`src/rtl/core/ubs_pkg.sv`:
```
// ----------------------------------------------------------------------------
// ubs_pkg
// shared constants, op codes and status types of the uart bit serializer
// ----------------------------------------------------------------------------
package ubs_pkg;

	localparam int DATA_BITS = 8;
	localparam int FRAME_LEN = DATA_BITS + 2;
	localparam int TX_IDX_W  = $clog2(FRAME_LEN + 1);
	localparam int RX_IDX_W  = $clog2(DATA_BITS + 1);
	localparam int BYTE_W    = 8;
	localparam int OP_W      = 3;
	localparam int IN_DATA_W = 16;
	localparam int OUT_DATA_W = 16;

	localparam logic [OP_W-1:0] OP_TX_TICK = 3'd0;
	localparam logic [OP_W-1:0] OP_RX_TICK = 3'd1;
	localparam logic [OP_W-1:0] OP_RX_EDGE = 3'd2;
	localparam logic [OP_W-1:0] OP_SEND    = 3'd3;
	localparam logic [OP_W-1:0] OP_READ    = 3'd4;

	localparam logic CFG_TX_EVENT = 1'b0;
	localparam logic CFG_RX_EVENT = 1'b1;

	typedef struct packed {
		logic              step;
		logic [OP_W-1:0]   op;
		logic [BYTE_W-1:0] tx_byte;
		logic              rx_level;
	} cmd_t;

	typedef struct packed {
		logic line;
		logic done;
		logic event_flag;
	} tx_stat_t;

	typedef struct packed {
		logic              ready;
		logic [BYTE_W-1:0] held;
		logic              event_flag;
	} rx_stat_t;

endpackage

```
`src/rtl/core/ubs_tx.sv`:
```
// ----------------------------------------------------------------------------
// ubs_tx
// transmit frame shifter: loads start, data and stop bits, one bit per tick
// ----------------------------------------------------------------------------
module ubs_tx (
	input  logic              clk,
	input  logic              arst_n,
	input  ubs_pkg::cmd_t     cmd,
	input  logic              event_en,
	output ubs_pkg::tx_stat_t stat
);

	logic [ubs_pkg::FRAME_LEN-1:0] frame_q, frame_n;
	logic [ubs_pkg::TX_IDX_W-1:0]  idx_q, idx_n;
	logic                          run_q, run_n;
	logic                          done_q, done_n;
	logic                          line_q, line_n;
	logic                          ev;
	logic [ubs_pkg::DATA_BITS-1:0] byte_ext;

	assign byte_ext = ubs_pkg::DATA_BITS'(cmd.tx_byte);

	always_comb begin
		frame_n = frame_q;
		idx_n   = idx_q;
		run_n   = run_q;
		done_n  = done_q;
		line_n  = line_q;
		ev      = 1'b0;
		case (cmd.op)
			ubs_pkg::OP_TX_TICK: begin
				if (run_q) begin
					if (idx_q < ubs_pkg::TX_IDX_W'(ubs_pkg::FRAME_LEN)) begin
						line_n  = frame_q[0];
						frame_n = frame_q >> 1;
						idx_n   = idx_q + 1'b1;
					end else begin
						done_n = 1'b1;
						run_n  = 1'b0;
						ev     = event_en;
					end
				end
			end
			ubs_pkg::OP_SEND: begin
				frame_n = {1'b1, byte_ext, 1'b0};
				idx_n   = '0;
				done_n  = 1'b0;
				run_n   = 1'b1;
			end
			default: begin
			end
		endcase
	end

	always_ff @(posedge clk or negedge arst_n) begin
		if (!arst_n) begin
			frame_q <= '0;
			idx_q   <= '0;
			run_q   <= 1'b0;
			done_q  <= 1'b1;
			line_q  <= 1'b1;
		end else if (cmd.step) begin
			frame_q <= frame_n;
			idx_q   <= idx_n;
			run_q   <= run_n;
			done_q  <= done_n;
			line_q  <= line_n;
		end
	end

	assign stat.line       = line_n;
	assign stat.done       = done_n;
	assign stat.event_flag = ev;

endmodule

```
`src/rtl/core/ubs_rx.sv`:
```
// ----------------------------------------------------------------------------
// ubs_rx
// receive shifter: started by an edge event while armed, samples data bits lsb first
// ----------------------------------------------------------------------------
module ubs_rx (
	input  logic              clk,
	input  logic              arst_n,
	input  ubs_pkg::cmd_t     cmd,
	input  logic              event_en,
	output ubs_pkg::rx_stat_t stat
);

	logic [ubs_pkg::DATA_BITS-1:0] shift_q, shift_n;
	logic [ubs_pkg::RX_IDX_W-1:0]  idx_q, idx_n;
	logic                          run_q, run_n;
	logic                          armed_q, armed_n;
	logic [ubs_pkg::BYTE_W-1:0]    held_q, held_n;
	logic                          ready_q, ready_n;
	logic                          ev;

	always_comb begin
		shift_n = shift_q;
		idx_n   = idx_q;
		run_n   = run_q;
		armed_n = armed_q;
		held_n  = held_q;
		ready_n = ready_q;
		ev      = 1'b0;
		case (cmd.op)
			ubs_pkg::OP_RX_TICK: begin
				if (run_q && (idx_q < ubs_pkg::RX_IDX_W'(ubs_pkg::DATA_BITS))) begin
					shift_n = {cmd.rx_level, shift_q[ubs_pkg::DATA_BITS-1:1]};
					idx_n   = idx_q + 1'b1;
					if (idx_n == ubs_pkg::RX_IDX_W'(ubs_pkg::DATA_BITS)) begin
						run_n   = 1'b0;
						armed_n = 1'b1;
						held_n  = ubs_pkg::BYTE_W'(shift_n);
						ready_n = 1'b1;
						ev      = event_en;
					end
				end
			end
			ubs_pkg::OP_RX_EDGE: begin
				if (armed_q) begin
					idx_n   = '0;
					shift_n = '0;
					armed_n = 1'b0;
					run_n   = 1'b1;
				end
			end
			ubs_pkg::OP_READ: begin
				ready_n = 1'b0;
			end
			default: begin
			end
		endcase
	end

	always_ff @(posedge clk or negedge arst_n) begin
		if (!arst_n) begin
			shift_q <= '0;
			idx_q   <= '0;
			run_q   <= 1'b0;
			armed_q <= 1'b1;
			held_q  <= '0;
			ready_q <= 1'b0;
		end else if (cmd.step) begin
			shift_q <= shift_n;
			idx_q   <= idx_n;
			run_q   <= run_n;
			armed_q <= armed_n;
			held_q  <= held_n;
			ready_q <= ready_n;
		end
	end

	assign stat.ready      = ready_n;
	assign stat.held       = held_n;
	assign stat.event_flag = ev;

endmodule

```
`src/rtl/core/uart_bit_serializer.sv`:
```
// ----------------------------------------------------------------------------
// uart_bit_serializer
// event driven 8n1 uart bit engine with stream input and result channels
// ----------------------------------------------------------------------------
// Takes one event per clock, unless m_tready stalls the result register, and
// gives one result per event. An event sits in the input register, updates the
// transmit and receive state as it leaves it and lands in the result register,
// from which its result is offered on m_tvalid. The limit is the state update
// loop of the tx and rx shifters. Configuration writes are taken at any time
// with cfg_ready held high and apply to events still to be processed, so write
// them while no event is in flight.
// ----------------------------------------------------------------------------
module uart_bit_serializer (
	input  logic        clk,
	input  logic        arst_n,
	input  logic        s_tvalid,
	output logic        s_tready,
	input  logic [15:0] s_tdata,   // tx_byte[7:0], rx_level[8], zero[15:9]
	input  logic [2:0]  s_tuser,   // op[2:0]
	output logic        m_tvalid,
	input  logic        m_tready,
	output logic [15:0] m_tdata,   // tx_line[0], tx_done[1], rx_ready[2],
	                               // rx_byte[10:3], tx_done_event[11],
	                               // rx_done_event[12], zero[15:13]
	input  logic        cfg_valid,
	output logic        cfg_ready,
	input  logic        cfg_index,
	input  logic        cfg_data
);

	logic                           valid_s1;
	logic [ubs_pkg::OP_W-1:0]       op_s1;
	logic [ubs_pkg::BYTE_W-1:0]     byte_s1;
	logic                           level_s1;
	logic                           out_valid_q;
	logic [ubs_pkg::OUT_DATA_W-1:0] out_data_q;
	logic                           out_ready;
	logic                           adv;
	logic                           tx_ev_en_q;
	logic                           rx_ev_en_q;
	ubs_pkg::cmd_t                  cmd;
	ubs_pkg::tx_stat_t              tx_stat;
	ubs_pkg::rx_stat_t              rx_stat;

	assign out_ready = !out_valid_q || m_tready;
	assign adv       = valid_s1 && out_ready;
	assign s_tready  = !valid_s1 || out_ready;
	assign cfg_ready = 1'b1;

	// config registers
	always_ff @(posedge clk or negedge arst_n) begin
		if (!arst_n) begin
			tx_ev_en_q <= 1'b0;
			rx_ev_en_q <= 1'b0;
		end else if (cfg_valid) begin
			case (cfg_index)
				ubs_pkg::CFG_TX_EVENT: tx_ev_en_q <= cfg_data;
				ubs_pkg::CFG_RX_EVENT: rx_ev_en_q <= cfg_data;
				default: begin
				end
			endcase
		end
	end

	// input register
	always_ff @(posedge clk or negedge arst_n) begin
		if (!arst_n) begin
			valid_s1 <= 1'b0;
		end else if (s_tready) begin
			valid_s1 <= s_tvalid;
		end
	end

	always_ff @(posedge clk) begin
		if (s_tvalid && s_tready) begin
			op_s1    <= s_tuser;
			byte_s1  <= s_tdata[7:0];
			level_s1 <= s_tdata[8];
		end
	end

	assign cmd.step     = adv;
	assign cmd.op       = op_s1;
	assign cmd.tx_byte  = byte_s1;
	assign cmd.rx_level = level_s1;

	ubs_tx u_tx (
		.clk      (clk),
		.arst_n   (arst_n),
		.cmd      (cmd),
		.event_en (tx_ev_en_q),
		.stat     (tx_stat)
	);

	ubs_rx u_rx (
		.clk      (clk),
		.arst_n   (arst_n),
		.cmd      (cmd),
		.event_en (rx_ev_en_q),
		.stat     (rx_stat)
	);

	// result register
	always_ff @(posedge clk or negedge arst_n) begin
		if (!arst_n) begin
			out_valid_q <= 1'b0;
		end else if (out_ready) begin
			out_valid_q <= valid_s1;
		end
	end

	always_ff @(posedge clk) begin
		if (adv) begin
			out_data_q <= {3'b000, rx_stat.event_flag, tx_stat.event_flag, rx_stat.held,
				rx_stat.ready, tx_stat.done, tx_stat.line};
		end
	end

	assign m_tvalid = out_valid_q;
	assign m_tdata  = out_data_q;

	a_stall_has_item: assert property (@(posedge clk) disable iff (!arst_n)
		!s_tready |-> valid_s1)
		else $error("input stalled with empty input register");

	a_tx_event_done: assert property (@(posedge clk) disable iff (!arst_n)
		m_tvalid && m_tdata[11] |-> m_tdata[1])
		else $error("tx event without tx_done");

	a_rx_event_ready: assert property (@(posedge clk) disable iff (!arst_n)
		m_tvalid && m_tdata[12] |-> m_tdata[2])
		else $error("rx event without rx_ready");

	a_tx_event_enabled: assert property (@(posedge clk) disable iff (!arst_n)
		adv && tx_stat.event_flag |-> tx_ev_en_q)
		else $error("tx event while disabled");

	a_result_follows: assert property (@(posedge clk) disable iff (!arst_n)
		adv |=> m_tvalid)
		else $error("processed item produced no result");

endmodule

```
`config.mk`:
```
export PLATFORM = sky130hd
export DESIGN_NAME = uart_bit_serializer
export DESIGN_NICKNAME = d
export VERILOG_FILES = /design/src/rtl/core/ubs_pkg.sv /design/src/rtl/core/ubs_tx.sv /design/src/rtl/core/ubs_rx.sv /design/src/rtl/core/uart_bit_serializer.sv
export SDC_FILE = /design/constraint.sdc
export NUM_CORES = 1
export LEC_CHECK = 0
export BUFFER_PORTS_ARGS = -buffer_cell sky130_fd_sc_hd__buf_2
export CAP_MARGIN = 20
export CORE_ASPECT_RATIO = 0.9
export CORE_UTILIZATION = 30
export DETAILED_ROUTE_END_ITERATION = 10
export SYNTH_ARGS = -nofsm -noshare
export SYNTH_HDL_FRONTEND = slang
export SYNTH_HIERARCHICAL = 1
export SYNTH_SLANG_ARGS = --single-unit
```
`constraint.sdc`:
```
create_clock -name clk -period 2.1 [get_ports clk]
set_input_delay 0.42 -clock clk [delete_from_list [all_inputs] [get_ports clk]]
set_output_delay 0.42 -clock clk [all_outputs]
set_load 0.02 [all_outputs]
```
Word level (Yosys, flattened, before mapping)

Cells that the tools add are included.

Memory bits (read-only): 0
Output and inout bits: 19
Memory bits (writable): 0
Memories: 0
Logic and storage cells: 91
Latch bits: 0
Register bits: 69
Input bits: 26

Shifts and indexed selects: 0
Bitwise logic cells: 3
Add/subtract/negate cells: 2
Muxes and demuxes: 34
Divide/modulo/power cells: 0
Reductions and logical operators: 19
Equality and inequality tests: 10
Multipliers: 0
Magnitude comparators: 2

Operators with widths:

| kind                  | count |
|---|---|
| $mux W8               | 5 |
| $mux W10              | 2 |
| $pmux W10 S2          | 1 |
| $mux W4               | 4 |
| $pmux W4 S2           | 2 |
| $pmux W8 S2           | 1 |
| $mux W1               | 14 |
| $reduce_and A4 Y1     | 3 |
| $ne A2 B1 Y1 const B  | 5 |
| $pmux W1 S2           | 5 |
| $add A4 B1 Y4 const B | 2 |
| $lt A4 B4 Y1 const B  | 2 |
| $eq A3 B2 Y1 const B  | 2 |
| $reduce_and A2 Y1     | 3 |
| $reduce_and A5 Y1     | 1 |
| $eq A4 B4 Y1 const B  | 1 |
| $reduce_bool A2 Y1    | 2 |
| $eq A3 B1 Y1 const B  | 1 |
| $eq A3 B3 Y1 const B  | 1 |
| $logic_and A1 B1 Y1   | 3 |
| $logic_not A3 Y1      | 1 |
| $not A1 Y1            | 3 |
| $reduce_and A3 Y1     | 1 |
| $reduce_or A3 Y1      | 1 |
| other kinds (2)       | 4 |

Logic depth before layout (Yosys ltp)

Depth after elaboration: 5
Gate-level depth with buffers: 7
Depth with buffers taken out: 6

Cells and area by module

Netlist, hierarchy kept.

By module, submodules not included:

| module              | area an instance (sq um) | seq. area each (sq um) | cells each | instances |
|---|---|---|---|---|
| ubs_rx              | 1,124.8                  | 551.8                  | 97         | 1 |
| ubs_tx              | 1,049.8                  | 427.9                  | 89         | 1 |
| uart_bit_serializer | 969.7                    | 850.8                  | 45         | 1 |

Least setup slack after synthesis

No wires, ideal clock.

Path kind: reg-to-reg
From: register out_valid_q, in the netlist m_tvalid
To: register u_tx/frame_q[1] (netlist bit)
Path slack: 0.050 ns
Library setup time: 0.125 ns
Cell stages (with the launch flop): 8
Data arrival time: 1.925 ns
Cells stage by stage: dfrtp_1 > nand2b_1 > and2_1 > nand2b_1 > nor2_4 > o21ai_2 > buf_6 > mux2_4

Word-level cells in the longest chain between the ends: 4

RTL lines:

| item                               | line                       | source |
|---|---|---|
| start, declared                    | uart_bit_serializer.sv:35  | `logic out_valid_q;` |
| start signal, assigned             | uart_bit_serializer.sv:108 | `out_valid_q <= valid_s1;` |
| $logic_not A1 Y1                   | uart_bit_serializer.sv:45  | `assign out_ready = !out_valid_q \|\| m_tready;` |
| $logic_or A1 B1 Y1                 | uart_bit_serializer.sv:45  |  |
| $logic_and A1 B1 Y1                | uart_bit_serializer.sv:46  | `assign adv = valid_s1 && out_ready;` |
| named net adv                      | uart_bit_serializer.sv:38  | `logic adv;` |
| $reduce_and A4 Y1 (no source line) | -                          |  |
| end signal, assigned               | ubs_tx.sv:63               | `frame_q <= frame_n;` |
| end, declared                      | ubs_tx.sv:13               | `logic [ubs_pkg::FRAME_LEN-1:0] frame_q, frame_n;` |

The timed path passes the listed nets, and every way through them passes these cells.
A chain may end at the register's enable or synchronous reset.

Worst setup path after layout

From: register out_valid_q, in the netlist m_tvalid
To: register u_rx/held_q[7] (netlist bit)

Word-level cells in the longest chain between the ends: 3

RTL lines:

| item                 | line                      | source |
|---|---|---|
| $logic_not A1 Y1     | uart_bit_serializer.sv:45 |  |
| $logic_or A1 B1 Y1   | uart_bit_serializer.sv:45 |  |
| $logic_and A1 B1 Y1  | uart_bit_serializer.sv:46 |  |
| named net adv        | uart_bit_serializer.sv:38 |  |
| end signal, assigned | ubs_rx.sv:72              | `held_q <= held_n;` |
| end, declared        | ubs_rx.sv:17              | `logic [ubs_pkg::BYTE_W-1:0] held_q, held_n;` |

The timed path passes the listed nets, and every way through them passes these cells.

==> results.cfg <==
[worst_hold_path]
min_path_type = primary input to async pin

[floorplan]
start_util = 0.3082
core_area_sq_um = 10200
fp.dieArea_sq_um = 10890
rows = 35
die_h_um = 99.12
io_pins = 45
fp.dieW_um = 109.9

[clock_network]
tritoncts = done
insertion_delay_ps = 330
htree_levels = 3
cts_root_buf = clkbuf_16
clock-sinks = 68
cts_resized = 0
clkTransAtPathRegs_ps = 60
cts_buffers = 9
postCtsHoldBufs = 0
clk_path_buf_depth = 2
post_cts_buffers = 0

[timing]
fmax_mhz = 526.8
clock_skew_ps = 11.19
hold_viol_final = 0
setup_tns_ps = 0
setup_viol = 0
report.final.slew_viol_count = 0
period_share = 0.9040
maxSlewHeadroom = 0.6097
hold_ws_ps = 162.0
fin_crit_ps = 1898
grt_setup_unrepaired = no
worstMarginPinSlew_ps = 585.4

[pwr]
peakVddDrop_uv = 406.5
p_leak_uw = 0.001732
powerDensity_nw_per_um2 = 1050

[synth]
postSynthRegisterBits = 68
synth-async-reset-ratio = 0.6324
yosys.area.top_type = dfrtp_1
syn_area_sq_um = 3144
synth-warning-count = 6
synth-edff-count = 25
synth_cells = 231
synth.distinct_cells = 52
synthFlopType = dfrtp_1
syn_area_per_cell_sq_um = 13.61
yosysTopAreaCellShare = 0.3183
yosysSeqAreaShare = 0.5822
ys_top_cells_by_area = dfrtp_1, edfxtp_1, mux2_4

[worst_setup_path]
cp_slowest_stage_delay_ps = 410
critPathCaptureType = flop
start_kind = flop
worstPathRequired_ps = 2310
crit_chain = nand2b_1 > and2_1 > buf_4 > nand4_2 > mux2_2
critPathKind = flop to flop
cp_max_fo = 24
cp_data_arrival_time_ps = 2110
crit_slowest_cell = mux2_2

[routing]
finalWirelength_mm = 5.512
via_count = 1914
ant_nets = 0
viasPerCell = 4.703
route.detailed.drc = 0
met2WireLength_mm = 2.391
wl_met1_mm = 2.681
drtPass1Iterations = 6
wl_met3_um = 325
routed.top_layer = met4
drt_iter0_drc = 72
wl_per_cell_um = 13.54

[run_status]
status = completed

[cells_and_area]
drive_gt1_frac = 0.3993
syn2layout_area_growth_pct = 18.50
n_antenna_cell = 0
final_nets = 301
design_area_sq_um = 3726

[job]
max_cap_violations = 0

[global_route]
grt_pass1_vias = 1867
overflow = 0
antenna_found_initial = 0
grt_max_degree = 44
grt_pass1_wl_mm = 9.156
grt_use_total = 0.1119

[place]
hpwl_mm = 3.650
io_buffer_count = 33
place.gp.congestion = 0.7815
post_dp_cell_area_sq_um = 3448
[sequential cells by signal, indices dropped and copies added (netlist names)]
signal        cells
u_rx/held_q       8
u_tx/line_q       1
u_tx/run_q        1
u_rx/run_q        1
u_rx/shift_q      7
byte_s1           8
m_tdata          13
op_s1             3
level_s1          1
u_rx/ready_q      1
rx_ev_en_q        1
u_rx/armed_q      1
u_rx/idx_q        4
u_tx/done_q       1
u_tx/frame_q     10
tx_ev_en_q        1
m_tvalid          1
valid_s1          1
u_tx/idx_q        4
[logic make-up (layout without fill, tap and decap cells)]
| group | count (synthesis) | count (layout) | synth area share |
|---|---|---|---|
| flip-flops | 68 | 68 | 0.5822 |
| AND/OR/NAND/NOR | 57 | 57 | 0.1210 |
| multiplexers | 42 | 42 | 0.1667 |
| AO/OA/AOI/OAI | 31 | 31 | 0.06606 |
| buffers and inverters | 29 | 74 | 0.05372 |
| adder cells (fa/ha/maj) | 2 | 2 | 0.007957 |
| other | 2 | 4 | 0.002388 |
[worst paths after layout]
path                       slack, ps        from  cells past startpoint         endpoint
hold / removal                   160      arst_n                      2  u_tx/frame_q[4]
hold reg to reg                  480    valid_s1                      1         m_tvalid
setup / recovery                 200    m_tvalid                      5   u_rx/held_q[7]
setup reg to reg                 200    m_tvalid                      5   u_rx/held_q[7]
min in group clk                 260  s_tdata[6]                      1       byte_s1[6]
max in group asynchronous       1550      arst_n                      2     u_rx/armed_q
[power by group]
part           internal [uW]  total (uW)  switching, uW  leakage [uW]
Clock                    803        1370            571      0.000136
Combinational            382         701            320      0.000808
Sequential              1660        1840            181      0.000788
[placed cells by master (no fill, tap or decap), types with 3 or more instances in the layout]
| cell type | netlist | routed |
|---|---|---|
| mux2_4 | 16 | 16 |
| mux2i_1 | 7 | 7 |
| nor3_1 | 3 | 3 |
| dfrtp_1 | 40 | 40 |
| nand4_1 | 5 | 5 |
| edfxtp_1 | 25 | 25 |
| o31ai_1 | 5 | 5 |
| clkbuf_16 | 0 | 9 |
| o21ai_0 | 10 | 10 |
| conb_1 | 2 | 4 |
| o2bb2ai_1 | 3 | 3 |
| dfstp_2 | 3 | 3 |
| buf_2 | 3 | 33 |
| inv_1 | 13 | 13 |
| buf_4 | 11 | 12 |
| nand2_1 | 12 | 12 |
| mux2_2 | 18 | 18 |
| a21oi_1 | 3 | 3 |
| nor2_1 | 6 | 6 |
| and2_1 | 3 | 3 |
| clkinv_4 | 0 | 3 |
| nand2b_1 | 5 | 5 |
[metal layers]
layer / GRT usage / vias to the layer above
li1: - / 913
met1: 0.1572 / 936
met2: 0.1567 / 55
met3: 0.03408 / 10
met4: 0.05231 / 0
met5: 0 / -
[final cells by class]
cell class / instances / area (sq um)
fillers: 988 / 6477
flip-flops and latches: 68 / 1831
multi-input cells: 136 / 1152
repair buffers: 45 / 255.2
clock buffers: 9 / 225.2
well taps: 129 / 161.4
clock inverters: 7 / 52.55
inverters: 13 / 48.80
[cells in the mapped netlist, types with 2 or more instances]
cell type	n
dfstp_2	3
nand2b_1	5
nor3b_1	2
o31ai_1	5
conb_1	2
a22o_1	2
a21o_1	2
o2bb2ai_1	3
edfxtp_1	25
nor2b_1	2
nand2_1	12
mux2_2	18
mux2_4	16
a21oi_1	3
buf_4	11
ha_1	2
inv_1	13
dfrtp_1	40
nor2_1	6
o21ai_0	10
and2_1	3
buf_6	2
nand4_1	5
buf_2	3
mux2i_1	7
nor3_1	3
[critical path, delay by kind of cell (launching register included)]
| kind | cells | cell delay (ps) |
|---|---|---|
| flip-flops | 1 | 400 |
| AND/OR/NAND/NOR | 3 | 650 |
| buffers and inverters | 1 | 310 |
| multiplexers | 1 | 410 |
[stage by stage]
step / setup slack, ps / std cells / power, uW / util
global placement: 72.59 / 391 / 2535 / 0.3380
floorplan: 50.04 / 233 / 2385 / -
CTS: 174.2 / 407 / 3974 / 0.3652
detailed placement: 52.44 / 391 / 2568 / 0.3380
global route: 54.49 / 407 / 4120 / 0.3652
finish: 201.6 / 407 / 3913 / 0.3652
No activity file was read; power rests on OpenSTA's default activity.
